--- src/rtl/brs_pkg.sv ---
// brs_pkg: shared types, codes and helpers for the byte ring stream with seek
// used by brs_cfg, brs_ctrl, brs_checker and the top level; no dependencies
package brs_pkg;

  localparam int DEF_STORE_DEPTH = 1024;
  localparam int CNT_W           = 11;
  localparam int OFF_W           = 13;
  localparam int PADDR_W         = 3;

  localparam logic [CNT_W-1:0] RING_SIZE_RST = 11'd1024;

  // request codes
  localparam logic [1:0] REQ_WRITE = 2'd0;
  localparam logic [1:0] REQ_READ  = 2'd1;
  localparam logic [1:0] REQ_SEEK  = 2'd2;

  // seek origin codes
  localparam logic [1:0] WH_BEGIN = 2'd0;
  localparam logic [1:0] WH_CUR   = 2'd1;
  localparam logic [1:0] WH_END   = 2'd2;
  localparam logic [1:0] WH_BAD   = 2'd3;

  // initial mode codes; the unused code behaves as empty
  localparam logic [1:0] MODE_AUTO  = 2'd0;
  localparam logic [1:0] MODE_FULL  = 2'd1;
  localparam logic [1:0] MODE_EMPTY = 2'd2;

  // register indexes
  localparam logic REG_RING_SIZE = 1'b0;
  localparam logic REG_INIT_MODE = 1'b1;

  localparam logic [1:0] MODE_RST = MODE_AUTO;

  typedef struct packed {
    logic             reinit;
    logic [CNT_W-1:0] eff_size;
    logic [1:0]       mode;
  } cfg_t;

  typedef struct packed {
    logic             got;
    logic             eod;
    logic             rej;
    logic [CNT_W-1:0] level;
    logic             valid;
  } res_t;

  // ring size clamped to 1..depth
  function automatic logic [CNT_W-1:0] eff_size_f(input logic [CNT_W-1:0] ring,
                                                  input int depth);
    logic [CNT_W-1:0] sz;
    if (ring == '0) begin
      sz = CNT_W'(1);
    end else if (int'(ring) > depth) begin
      sz = CNT_W'(depth);
    end else begin
      sz = ring;
    end
    return sz;
  endfunction

endpackage

--- src/rtl/brs_cfg.sv ---
// brs_cfg: apb register file for ring size and initial mode
// depends on brs_pkg; flags a stream reinit on every write
module brs_cfg
  import brs_pkg::*;
#(
  parameter int STORE_DEPTH = DEF_STORE_DEPTH
) (
  input  logic               clk,
  input  logic               rst_n,
  input  logic               psel,
  input  logic               penable,
  input  logic               pwrite,
  input  logic [PADDR_W-1:0] paddr,
  input  logic [31:0]        pwdata,
  output logic [31:0]        prdata,
  output logic               pready,
  output cfg_t               cfg
);

  logic [CNT_W-1:0] ring_r, ring_nxt;
  logic [1:0]       mode_r, mode_nxt;
  logic             wr;
  logic             idx;

  assign pready = 1'b1;
  assign wr     = psel & penable & pwrite;
  assign idx    = paddr[2];

  always_comb begin
    ring_nxt = ring_r;
    mode_nxt = mode_r;
    if (wr) begin
      case (idx)
        REG_RING_SIZE: ring_nxt = pwdata[CNT_W-1:0];
        REG_INIT_MODE: mode_nxt = pwdata[1:0];
        default: ;
      endcase
    end
  end

  always_ff @(posedge clk) begin
    if (!rst_n) begin
      ring_r <= RING_SIZE_RST;
      mode_r <= MODE_RST;
    end else begin
      ring_r <= ring_nxt;
      mode_r <= mode_nxt;
    end
  end

  always_comb begin
    case (idx)
      REG_RING_SIZE: prdata = 32'(ring_r);
      REG_INIT_MODE: prdata = 32'(mode_r);
      default:       prdata = '0;
    endcase
  end

  // new values go out in the write cycle so the reinit sees them
  assign cfg.reinit   = wr;
  assign cfg.eff_size = eff_size_f(ring_nxt, STORE_DEPTH);
  assign cfg.mode     = mode_nxt;

endmodule

--- config.mk ---
export PLATFORM = sky130hd
export DESIGN_NAME = brs_cfg
export DESIGN_NICKNAME = d
export VERILOG_FILES = /design/src/rtl/brs_pkg.sv /design/src/rtl/brs_cfg.sv
export SDC_FILE = /design/constraint.sdc
export NUM_CORES = 1
export LEC_CHECK = 0
export BUFFER_PORTS_ARGS = -buffer_cell sky130_fd_sc_hd__buf_2
export CAP_MARGIN = 40
export CORE_MARGIN = 1
export CORE_UTILIZATION = 35
export DETAILED_ROUTE_END_ITERATION = 12
export PLACE_DENSITY = 0.91
export SYNTH_ARGS = -nofsm -noshare
export SYNTH_HDL_FRONTEND = slang
export SYNTH_SLANG_ARGS = --single-unit
--- constraint.sdc ---
create_clock -name clk -period 1.4 [get_ports clk]
set_input_delay 0.21 -clock clk [delete_from_list [all_inputs] [get_ports clk]]
set_output_delay 0.21 -clock clk [all_outputs]
set_load 0.02 [all_outputs]
==> summary.md <==
| Metric | Value |
|---|---|
| Max-cap violations | 0 |
| Tcrit/Tclk final | 138% |
| Total power | 0.000880 W |
| Pin count of the biggest net entering global routing | 13 |
| RSZ-0062 raised after global routing | yes |
| Io pins | 87 |
| Drt pass-1 iters | 4 |
| CTS Buf Count | 3 |
| Worst setup margin | -0.534 ns |
| Nets | 202 |
| Core area | 2280 um2 |
| Critical path class | reg2out |
| FMAX | 517 MHz |
| DR DRC count | 0 |
| Cells after Synth | 102 |
| Worst hold path type | in2reg |
| Sw power | 0.000291 W |
| Warnings from Yosys | 0 |
| Initial drt markers | 8 |
| CTS tree | yes |
| Crit start category | flop |
| Row cnt | 17 |
| Storage cell area | 264 um2 |
| Sequential share of power | 43.7% |
| Die width | 51.8 um |
| Area delta synth->final | 66.1% |
| H-tree Lvls | 1 |
| Clock Path Buffers | 2 |
| Pint | 0.000589 W |
| Pleak | 0.741 nW |
| Power Dens Cells | 610 nW/um2 |
| Placer congestion estimate | 0.751 |
| Final global-route overflow total | 0 |
| Layout cells sized above 1 | 57.1% |
| Instance area after placement | 1190 um2 |
| CTS Sinks | 13 |
| CP cell instances | or4_4, nor3_2, nand3_1, a31oi_4, buf_6 |
| Vias in the first global route | 817 |
| Design area | 1440 um2 |
| FILL cells | 179 |
| CP max stage cell | or4_4 |
| Multi-input logic area | 623 um2 |
| Setup crit end kind | primary output |
| Post-Route Setup TNS | -1.05 ns |
| Worst-Skew Late Latency | 0.28 ns |
| Initial Util | 38.2% |
| Final hold viol count | 0 |
| Post-synthesis cell type count | 22 |
| Mean area per synthesized cell | 8.51 um2 |
| WP data required | 1.19 ns |
| Port-buffer cells | 41 |
| Max incr delay on CP | 0.53 ns |
| Failing checks | setup timing |
| Die extent in y | 51.8 um |
| Antenna diode count | 0 |
| Most frequent cells in the layout | buf_2, conb_1, buf_6 |
| WL/cell | 13.7 um |
| Status | complete, but fails checks |
| Register area share after synthesis | 30.0% |
| Mapped Area | 868 um2 |
| Min cycle time layout | 1.93 ns |
| # setup viols final | 10 |
| Vias per cell | 4.52 |
| Die area | 2680 um2 |
| Fin. max-slew vios | 0 |
| #FFs+latches synth | 13 |
| Worst path arrival time | 1.72 ns |
| Via count | 855 |
| Logic pwr share | 28.6% |
| Sw Ratio | 33.0% |
| Peak supply drop | 0.483 mV |
| Clk pwr share | 27.7% |
| Crit-path max FO | 3 |
| Total track usage | 20.7% |
| Clk slew on worst S/H paths | 0.09 ns |
| Drt total wl | 2.59 mm |
| Commonest non-fill, non-tap cell in the layout | buf_2 |
| ANT nets after route | 0 |
| Initial antenna violation count | 0 |
| Clk_skew | 0 ns |
| Hpwl dp | 1.70 mm |
| Root buffer cell | clkbuf_4 |
| First-pass GRT wire length | 3.84 mm |
[synthesized netlist by cell type, drive strengths merged]
library cell | number | area share, %
buf | 26 | 23
nor2 | 20 | 8.6
dfxtp | 13 | 30
mux2i | 10 | 12
nor2b | 9 | 6.5
mux2 | 5 | 6.9
nor4 | 3 | 2.2
and2 | 2 | 1.4
clkbuf | 2 | 0.86
conb | 2 | 0.86
a31oi | 1 | 0.72
and3 | 1 | 0.86
inv | 1 | 0.43
nand2 | 1 | 0.43
nand2b | 1 | 1.0
nand3 | 1 | 0.58
nand4b | 1 | 1.0
nor3 | 1 | 1.2
or2 | 1 | 0.72
or4 | 1 | 1.3
[final timing paths]
kind | start | end | slack, ns | depth (start not counted)
max reg2reg | ring_r[0] | ring_r[0] | 0.30 | 4
max | ring_r[3] | cfg[2] | -0.53 | 5
min reg2reg | mode_r[0] | mode_r[0] | 0.63 | 2
min | rst_n | mode_r[1] | 0.16 | 2
[worst max-delay path: cells and delay by family (launching register included)]
| kind | cells | cell delay [ns] |
|---|---|---|
| AOI/OAI and AO/OA | 1 | 0.17 |
| and+or+nand+nor | 3 | 0.79 |
| DFF | 1 | 0.34 |
| buffers and inverters | 1 | 0.14 |
[flip-flops by register name (all words and copies together) (netlist names)]
signal  flops
ring_r     11
mode_r      2
[through the flow]
| step | utilization (%) | std cells | worst slack, ns | hold WS (ns) |
|---|---|---|---|---|
| floorplan | - | 122 | -0.0702 | 0.332 |
| global placement | 52.5 | 181 | -0.218 | 0.442 |
| detailed placement | 52.5 | 181 | -0.252 | 0.448 |
| CTS | 60.7 | 188 | -0.502 | 0.153 |
| global route | 63.4 | 189 | -0.587 | 0.165 |
| finish | 63.4 | 189 | -0.534 | 0.156 |
[power by group through the flow]
stage / sequential [W] / clock [W] / combinational, W
6_report: 0.000384 / 0.000244 / 0.000252
5_1_grt: 0.000386 / 0.000262 / 0.000268
4_1_cts: 0.000384 / 0.000248 / 0.000234
3_5_place_dp: 0.000392 / 0 / 0.000210
3_3_place_gp: 0.000391 / 0 / 0.000207
2_1_floorplan: 0.000390 / 0 / 0.000189
[cell families (layout without fill, tap and decap cells)]
group | count (synthesis) | in the layout | share of synthesized area, %
other cells | 2 | 22 | 0.865
flops | 13 | 13 | 30.0
mux | 15 | 16 | 18.4
simple gates | 42 | 42 | 25.8
compound gates | 1 | 1 | 0.721
buf+inv | 29 | 67 | 24.2
[what timing repair did]
item	CTS	global route
gates resized for setup	37	15
cloned	1	0
setup buffers	2	1
endpoints found under the setup margin	13	14
pin swaps	8	1
hold buffers	0	0
[cell type report]
cell class,count,area share (%)
Tap cell,28,2.43
Sequential cell,13,18.3
Clock buffer,4,1.82
Timing Repair Buffer,62,34.0
Inverter,1,0.260
Multi-Input combinational cell,81,43.2
[layer usage]
layer  wire, um  global-route usage, %  part of all wire [%]
met2       1400                   37.0                    54
met5          0                      0                     0
met1       1020                   22.2                    39
met3         82                   2.63                   3.2
met4         91                   14.9                   3.5
Power figures use the tool's default switching activity.
