==> src/rtl/brs_pkg.sv <==
// brs_pkg: shared types, codes and helpers for the byte ring stream with seek
// used by brs_cfg, brs_ctrl, brs_checker and the top level; no dependencies
package brs_pkg;

  localparam int DEF_STORE_DEPTH = 1024;
  localparam int CNT_W           = 11;
  localparam int OFF_W           = 13;
  localparam int PADDR_W         = 3;

  localparam logic [CNT_W-1:0] RING_SIZE_RST = 11'd1024;

  // request codes
  localparam logic [1:0] REQ_WRITE = 2'd0;
  localparam logic [1:0] REQ_READ  = 2'd1;
  localparam logic [1:0] REQ_SEEK  = 2'd2;

  // seek origin codes
  localparam logic [1:0] WH_BEGIN = 2'd0;
  localparam logic [1:0] WH_CUR   = 2'd1;
  localparam logic [1:0] WH_END   = 2'd2;
  localparam logic [1:0] WH_BAD   = 2'd3;

  // initial mode codes; the unused code behaves as empty
  localparam logic [1:0] MODE_AUTO  = 2'd0;
  localparam logic [1:0] MODE_FULL  = 2'd1;
  localparam logic [1:0] MODE_EMPTY = 2'd2;

  // register indexes
  localparam logic REG_RING_SIZE = 1'b0;
  localparam logic REG_INIT_MODE = 1'b1;

  localparam logic [1:0] MODE_RST = MODE_AUTO;

  typedef struct packed {
    logic             reinit;
    logic [CNT_W-1:0] eff_size;
    logic [1:0]       mode;
  } cfg_t;

  typedef struct packed {
    logic             got;
    logic             eod;
    logic             rej;
    logic [CNT_W-1:0] level;
    logic             valid;
  } res_t;

  // ring size clamped to 1..depth
  function automatic logic [CNT_W-1:0] eff_size_f(input logic [CNT_W-1:0] ring,
                                                  input int depth);
    logic [CNT_W-1:0] sz;
    if (ring == '0) begin
      sz = CNT_W'(1);
    end else if (int'(ring) > depth) begin
      sz = CNT_W'(depth);
    end else begin
      sz = ring;
    end
    return sz;
  endfunction

endpackage

==> src/rtl/brs_ctrl.sv <==
// brs_ctrl: cursors, valid count and init flag; decodes each word and drives
// the store ports; depends on brs_pkg
module brs_ctrl
  import brs_pkg::*;
#(
  parameter int STORE_DEPTH = DEF_STORE_DEPTH
) (
  input  logic                           clk,
  input  logic                           rst_n,
  input  cfg_t                           cfg,
  input  logic                           accept,
  input  logic [1:0]                     req_type,
  input  logic [7:0]                     wr_data,
  input  logic signed [OFF_W-1:0]        seek_offset,
  input  logic [1:0]                     seek_whence,
  output logic                           mem_we,
  output logic [$clog2(STORE_DEPTH)-1:0] mem_waddr,
  output logic [7:0]                     mem_wdata,
  output logic [$clog2(STORE_DEPTH)-1:0] mem_raddr,
  output res_t                           res
);

  localparam int AW = $clog2(STORE_DEPTH);
  localparam int CW = (AW < CNT_W) ? AW : CNT_W;
  localparam int SW = CNT_W + 4;
  localparam logic signed [SW-1:0] ONE_S = SW'(1);

  logic [CW-1:0]    rd_pos_r, rd_pos_nxt;
  logic [CW-1:0]    wr_pos_r, wr_pos_nxt;
  logic [CNT_W-1:0] cnt_r, cnt_nxt;
  logic             uninit_r, uninit_nxt;

  logic [CNT_W-1:0] size;
  logic signed [SW-1:0] r_s, w_s, size_s, off_s;

  // write path
  logic [CNT_W-1:0]     wr_cnt, wr_cnt_new, w_inc;
  logic                 wr_full, wr_wrap;
  logic signed [SW-1:0] wr_cnt_s, wr_flat, wr_grown;
  logic [CW-1:0]        w_next;

  // read path
  logic [CNT_W-1:0] rd_cnt, r_inc;
  logic             rd_empty;
  logic [CW-1:0]    r_next;

  // seek path
  logic signed [SW-1:0] cur_s, end_s, target, nvalid, sk_pos;
  logic                 sk_rej;

  assign size   = cfg.eff_size;
  assign r_s    = $signed(SW'(rd_pos_r));
  assign w_s    = $signed(SW'(wr_pos_r));
  assign size_s = $signed(SW'(size));
  assign off_s  = SW'(seek_offset);

  // a write on an uninitialized stream starts from empty
  assign wr_cnt     = uninit_r ? '0 : cnt_r;
  assign wr_full    = wr_cnt >= size;
  assign wr_cnt_s   = $signed(SW'(wr_cnt));
  assign wr_wrap    = (r_s + wr_cnt_s) >= size_s;
  assign wr_flat    = (wr_wrap && (w_s < r_s)) ? (w_s + size_s) : w_s;
  assign wr_grown   = wr_flat + ONE_S - r_s;
  assign wr_cnt_new = (wr_grown > wr_cnt_s) ? CNT_W'(wr_grown) : wr_cnt;
  assign w_inc      = CNT_W'(wr_pos_r) + CNT_W'(1);
  assign w_next     = (w_inc == size) ? '0 : CW'(w_inc);

  // a read on an uninitialized stream starts from full
  assign rd_cnt   = uninit_r ? size : cnt_r;
  assign rd_empty = (rd_cnt == '0);
  assign r_inc    = CNT_W'(rd_pos_r) + CNT_W'(1);
  assign r_next   = (r_inc == size) ? '0 : CW'(r_inc);

  assign cur_s = (r_s > w_s) ? r_s : w_s;
  assign end_s = r_s + $signed(SW'(cnt_r));

  always_comb begin
    case (seek_whence)
      WH_BEGIN: target = off_s;
      WH_CUR:   target = cur_s + off_s;
      default:  target = end_s + off_s;
    endcase
  end

  assign nvalid = end_s - target;
  assign sk_rej = uninit_r || (seek_whence == WH_BAD) || target[SW-1] ||
                  nvalid[SW-1] || (nvalid > size_s);
  // target stays below twice the size once accepted
  assign sk_pos = (target >= size_s) ? (target - size_s) : target;

  always_comb begin
    rd_pos_nxt = rd_pos_r;
    wr_pos_nxt = wr_pos_r;
    cnt_nxt    = cnt_r;
    uninit_nxt = uninit_r;
    res.got    = 1'b0;
    res.eod    = 1'b0;
    res.rej    = 1'b0;
    case (req_type)
      REQ_WRITE: begin
        uninit_nxt = 1'b0;
        cnt_nxt    = wr_cnt;
        if (wr_full) begin
          res.rej = 1'b1;
        end else begin
          cnt_nxt    = wr_cnt_new;
          wr_pos_nxt = w_next;
        end
      end
      REQ_READ: begin
        uninit_nxt = 1'b0;
        cnt_nxt    = rd_cnt;
        if (rd_empty) begin
          uninit_nxt = 1'b1;
          res.eod    = 1'b1;
        end else begin
          res.got    = 1'b1;
          rd_pos_nxt = r_next;
          cnt_nxt    = rd_cnt - CNT_W'(1);
        end
      end
      REQ_SEEK: begin
        if (sk_rej) begin
          res.rej = 1'b1;
        end else begin
          cnt_nxt    = CNT_W'(nvalid);
          rd_pos_nxt = CW'(sk_pos);
          wr_pos_nxt = CW'(sk_pos);
        end
      end
      default: ;
    endcase
    res.level = uninit_nxt ? '0 : cnt_nxt;
    res.valid = ~uninit_nxt;
  end

  always_ff @(posedge clk) begin
    if (!rst_n) begin
      rd_pos_r <= '0;
      wr_pos_r <= '0;
      cnt_r    <= '0;
      uninit_r <= 1'b1;
    end else if (cfg.reinit) begin
      rd_pos_r <= '0;
      wr_pos_r <= '0;
      uninit_r <= (cfg.mode == MODE_AUTO);
      cnt_r    <= (cfg.mode == MODE_FULL) ? cfg.eff_size : '0;
    end else if (accept) begin
      rd_pos_r <= rd_pos_nxt;
      wr_pos_r <= wr_pos_nxt;
      cnt_r    <= cnt_nxt;
      uninit_r <= uninit_nxt;
    end
  end

  assign mem_we    = accept && (req_type == REQ_WRITE) && !wr_full;
  assign mem_waddr = AW'(wr_pos_r);
  assign mem_wdata = wr_data;
  assign mem_raddr = AW'(rd_pos_r);

endmodule

==> config.mk <==
export PLATFORM = sky130hd
export DESIGN_NAME = brs_ctrl
export DESIGN_NICKNAME = d
export VERILOG_FILES = /design/src/rtl/brs_pkg.sv /design/src/rtl/brs_ctrl.sv
export SDC_FILE = /design/constraint.sdc
export NUM_CORES = 1
export LEC_CHECK = 0
export BUFFER_PORTS_ARGS = -buffer_cell sky130_fd_sc_hd__buf_2
export CAP_MARGIN = 20
export CORE_MARGIN = 2
export CORE_UTILIZATION = 59
export DETAILED_ROUTE_END_ITERATION = 8
export GPL_TIMING_DRIVEN = 1
export PLACE_DENSITY = 0.82
export SYNTH_ARGS = -nofsm -noshare
export SYNTH_HDL_FRONTEND = slang
export SYNTH_SLANG_ARGS = --single-unit
==> constraint.sdc <==
create_clock -name clk -period 21.3 [get_ports clk]
set_input_delay 0 -clock clk [delete_from_list [all_inputs] [get_ports clk]]
set_output_delay 0 -clock clk [all_outputs]
set_load 0.005 [all_outputs]
==> reports/qor.log <==
qor: outcome.outcome finished clean
qor: cts.cts_sinks 32
qor: floorplan.initial_utilization 60.9%
qor: finish.drive_above_1_share 9.24%
qor: pwr.p_per_area 44.1 nW/um^2
qor: detailed_routing.first_pass_iters 6
qor: detailed_routing.routed-via-count 9957
qor: sta.report.final.hold_viol_count 0
qor: cts.ctsHoldBuffers 0
qor: floorplan.design.core.area 14600 sq um
qor: floorplan.overall_die_area 16100 sq um
qor: synthesis.distinct_cell_type_count_after_synthesis 85
qor: flow_run.maxCapViolCount 0
qor: place.dp_hpwl 24500 microns
qor: synthesis.synth-edff-count 0
qor: global_route.globalRoute.totalOverflow 0
qor: finish.syn_to_final_growth 6.06%
qor: cts.tritoncts done
qor: global_route.grt_max_degree 39
qor: synthesis.syn_nets 1445
qor: global_route.antenna_found_initial 0
qor: worst_setup_path.critPathMaxFanout 38
qor: sta.timing.slew.headroom 26.3%
qor: detailed_routing.drt_iter0_markers 1382
qor: synthesis.yosys_warnings 0
qor: global_route.grt_pass1_wl 48600 microns
qor: synthesis.synthFlopType sky130_fd_sc_hd__dfxtp_1
qor: sta.worstMarginPinSlew 1.11 ns
qor: sta.clock-skew-final 0.00986 ns
qor: synthesis.ys_top_cells_by_area sky130_fd_sc_hd__ha_1 19%, sky130_fd_sc_hd__xnor2_1 7.7%, sky130_fd_sc_hd__dfxtp_1 7.2%
qor: worst_setup_path.cell_class_contributing_the_biggest_share_of_worst_path_delay compound AO/OA/AOI/OAI gates
qor: worst_setup_path.crit_top_cell sky130_fd_sc_hd__ha_1
qor: sta.finalCritPeriodShare 46.9%
qor: finish.multiInputGateArea 7670 sq um
qor: finish.register_area 641 sq um
qor: detailed_routing.route.detailed.vias_per_inst 6.76
qor: sta.finalSetupViolCount 0
qor: finish.post-route-cell-area 9460 sq um
qor: cts.setup_bufs_post_cts 0
qor: worst_setup_path.timing_worst_setup_path_type reg -> out
qor: cts.post_cts_resized 0
qor: finish.n_antenna_cell 0
qor: worst_setup_path.timing.critical_path.to_type output port
qor: pwr.totalPowerFinal 0.417 mW
qor: place.place.port_buffers 69
qor: synthesis.netlist.area_leader.share 19.1%
qor: sta.drv_slew 0
qor: global_route.grt_pass1_vias 9209
qor: pwr.power.ir.vdd_worst 0.0394 mV
qor: sta.setup-tns-final 0 ns
qor: hold_path.timing.hold.worst.class in -> out
qor: sta.max_freq 100 MHz
qor: finish.fillCellCount 1316
qor: synthesis.synth.cell_area 8920 sq um
qor: detailed_routing.routed_wirelength 31200 microns
qor: worst_setup_path.timing.critical_path.slowest_cell_delay 0.53 ns
qor: finish.final_nets 1471
qor: worst_setup_path.cpMaxStageDelayCell sky130_fd_sc_hd__a2111oi_2
qor: sta.fin_crit 9.99 ns
qor: worst_setup_path.cp_data_arrival_time 9.99 ns
qor: worst_setup_path.crit_path_start_kind flip-flop
qor: floorplan.floorplan.die.width 127 microns
qor: synthesis.number_of_register_bits_inferred_by_synthesis 32
qor: cts.clk_pin_slew 0.06 ns
qor: synthesis.async_set_or_reset_register_ratio_after_synthesis 0%
qor: detailed_routing.route.detailed.drc 0
qor: synthesis.synth.avg_cell_area 7.08 sq um
qor: synthesis.synth.yosys.seq_area_share 7.18%
qor: synthesis.synth_cells 1261
qor: detailed_routing.wire_per_inst 21.2 microns
qor: cts.numCtsBuffers 5
qor: floorplan.row_count 44
qor: synthesis.most_frequently_used_cell_type_in_the_post_synthesis_netlist sky130_fd_sc_hd__ha_1
qor: cts.clockRootBuffer sky130_fd_sc_hd__clkbuf_16
qor: cts.clock_path_buffers 2
qor: global_route.grt_usage 37.9%
qor: worst_setup_path.timing.critical_path.required 21.30 ns
qor: floorplan.die_h 127 microns
qor: synthesis.synth_commonest_cells 136 x sky130_fd_sc_hd__ha_1, 110 x sky130_fd_sc_hd__nor2_1, 106 x sky130_fd_sc_hd__a21oi_1, 96 x sky130_fd_sc_hd__nand2_1, 92 x sky130_fd_sc_hd__inv_1
qor: place.place_congestion 0.995
qor: detailed_routing.route.antenna.remaining_nets 0
qor: sta.unrepaired_setup_endpoints_after_global_routing false
qor: cts.clk-insertion-delay-late 0.29 ns
qor: floorplan.io_pins 86
qor: place.detailed_place.area 9300 sq um
qor: pwr.static-leakage-power 4.45 nW
qor: cts.cts_max_level 2
qor: worst_setup_path.crit_buf_inv 2
qor: synthesis.yosysTopAreaCell sky130_fd_sc_hd__ha_1
[per-layer routing]
layer	share of wire, %	global-route usage (%)	wire length [microns]
met3	11	5.78	3350
met5	0	0	0
met2	42	57.7	13000
met4	6.2	19.0	1930
met1	41	52.2	12900
[cell families (layout without fill, tap and decap cells)]
group	Yosys count	after routing	synth area share, %
flip-flops	32	32	7.18
multiplexers	29	29	3.38
buffers and inverters	152	179	6.90
AO/OA/AOI/OAI	414	414	30.8
AND/OR/NAND/NOR	390	390	21.2
adder cells (fa/ha/maj)	143	143	20.5
XOR/XNOR	101	101	10.0
[state kept, by name (all words and copies together) (netlist names)]
| signal | cells |
|---|---|
| mem_raddr | 10 |
| uninit_r | 1 |
| mem_waddr | 10 |
| cnt_r | 11 |
[final timing paths]
check | depth (start not counted) | end | slack (ns) | startpoint
hold reg to reg | 2 | mem_waddr[3] | 0.59 | mem_waddr[3]
hold / removal | 0 | mem_wdata[5] | 0.000002 | wr_data[5]
setup / recovery | 42 | res[10] | 11.31 | uninit_r
setup reg to reg | 41 | cnt_r[9] | 11.57 | uninit_r
[power breakdown]
part           total [mW]  internal [mW]  switching [mW]  leakage (nW)
Combinational       0.265          0.104           0.161          4.11
Clock              0.0848         0.0551          0.0297        0.0808
Sequential         0.0675         0.0619         0.00561         0.260
Total               0.417          0.221           0.196          4.45
[through the flow]
| step | std cells | util [%] | setup WS (ns) | hold slack, ns |
|---|---|---|---|---|
| 6_report | 1472 | 64.6 | 11.31 | 0.00000199 |
| 5_1_grt | 1472 | 64.6 | 10.64 | 0.00000883 |
| 4_1_cts | 1472 | 64.6 | 11.56 | 0.0000346 |
| 3_5_place_dp | 1464 | 63.5 | 11.89 | 0.0000346 |
| 3_3_place_gp | 1464 | 63.5 | 12.09 | 0.0000346 |
| 2_1_floorplan | 1261 | - | 12.89 | 0.0808 |
[cells in the final DEF (no fill, tap or decap), types with 8 or more instances in the layout]
cell type,synthesis,layout
sky130_fd_sc_hd__buf_2,12,69
sky130_fd_sc_hd__and3_1,19,19
sky130_fd_sc_hd__nand3_1,32,32
sky130_fd_sc_hd__nor4_1,8,8
sky130_fd_sc_hd__dfxtp_1,32,32
sky130_fd_sc_hd__o21ai_1,19,19
sky130_fd_sc_hd__nand2b_1,22,22
sky130_fd_sc_hd__inv_1,92,92
sky130_fd_sc_hd__o21bai_1,20,20
sky130_fd_sc_hd__a21boi_0,10,10
sky130_fd_sc_hd__nand4_1,10,10
sky130_fd_sc_hd__mux2i_1,23,23
sky130_fd_sc_hd__nor3b_1,9,9
sky130_fd_sc_hd__nor2_1,110,110
sky130_fd_sc_hd__buf_4,8,9
sky130_fd_sc_hd__nand2_1,96,96
sky130_fd_sc_hd__o211ai_1,19,19
sky130_fd_sc_hd__o21ai_0,74,74
sky130_fd_sc_hd__nor2b_1,19,19
sky130_fd_sc_hd__a21oi_1,106,106
sky130_fd_sc_hd__a21o_1,24,24
sky130_fd_sc_hd__nor3_1,29,29
sky130_fd_sc_hd__o21a_1,19,19
sky130_fd_sc_hd__a211o_1,9,9
sky130_fd_sc_hd__a211oi_1,22,22
sky130_fd_sc_hd__ha_1,136,136
sky130_fd_sc_hd__xor2_1,22,22
sky130_fd_sc_hd__xnor2_1,78,78
sky130_fd_sc_hd__a31oi_1,16,16
sky130_fd_sc_hd__o31ai_1,12,12
[layout make-up]
type / count / share of cell area [%]
inverters: 93 / 3.69
clock buffers: 6 / 1.36
repair buffers: 78 / 4.36
clock inverters: 2 / 0.370
multi-input cells: 1077 / 81.0
flip-flops and latches: 32 / 6.77
well taps: 184 / 2.43
No activity file was read; power rests on OpenSTA's default activity.
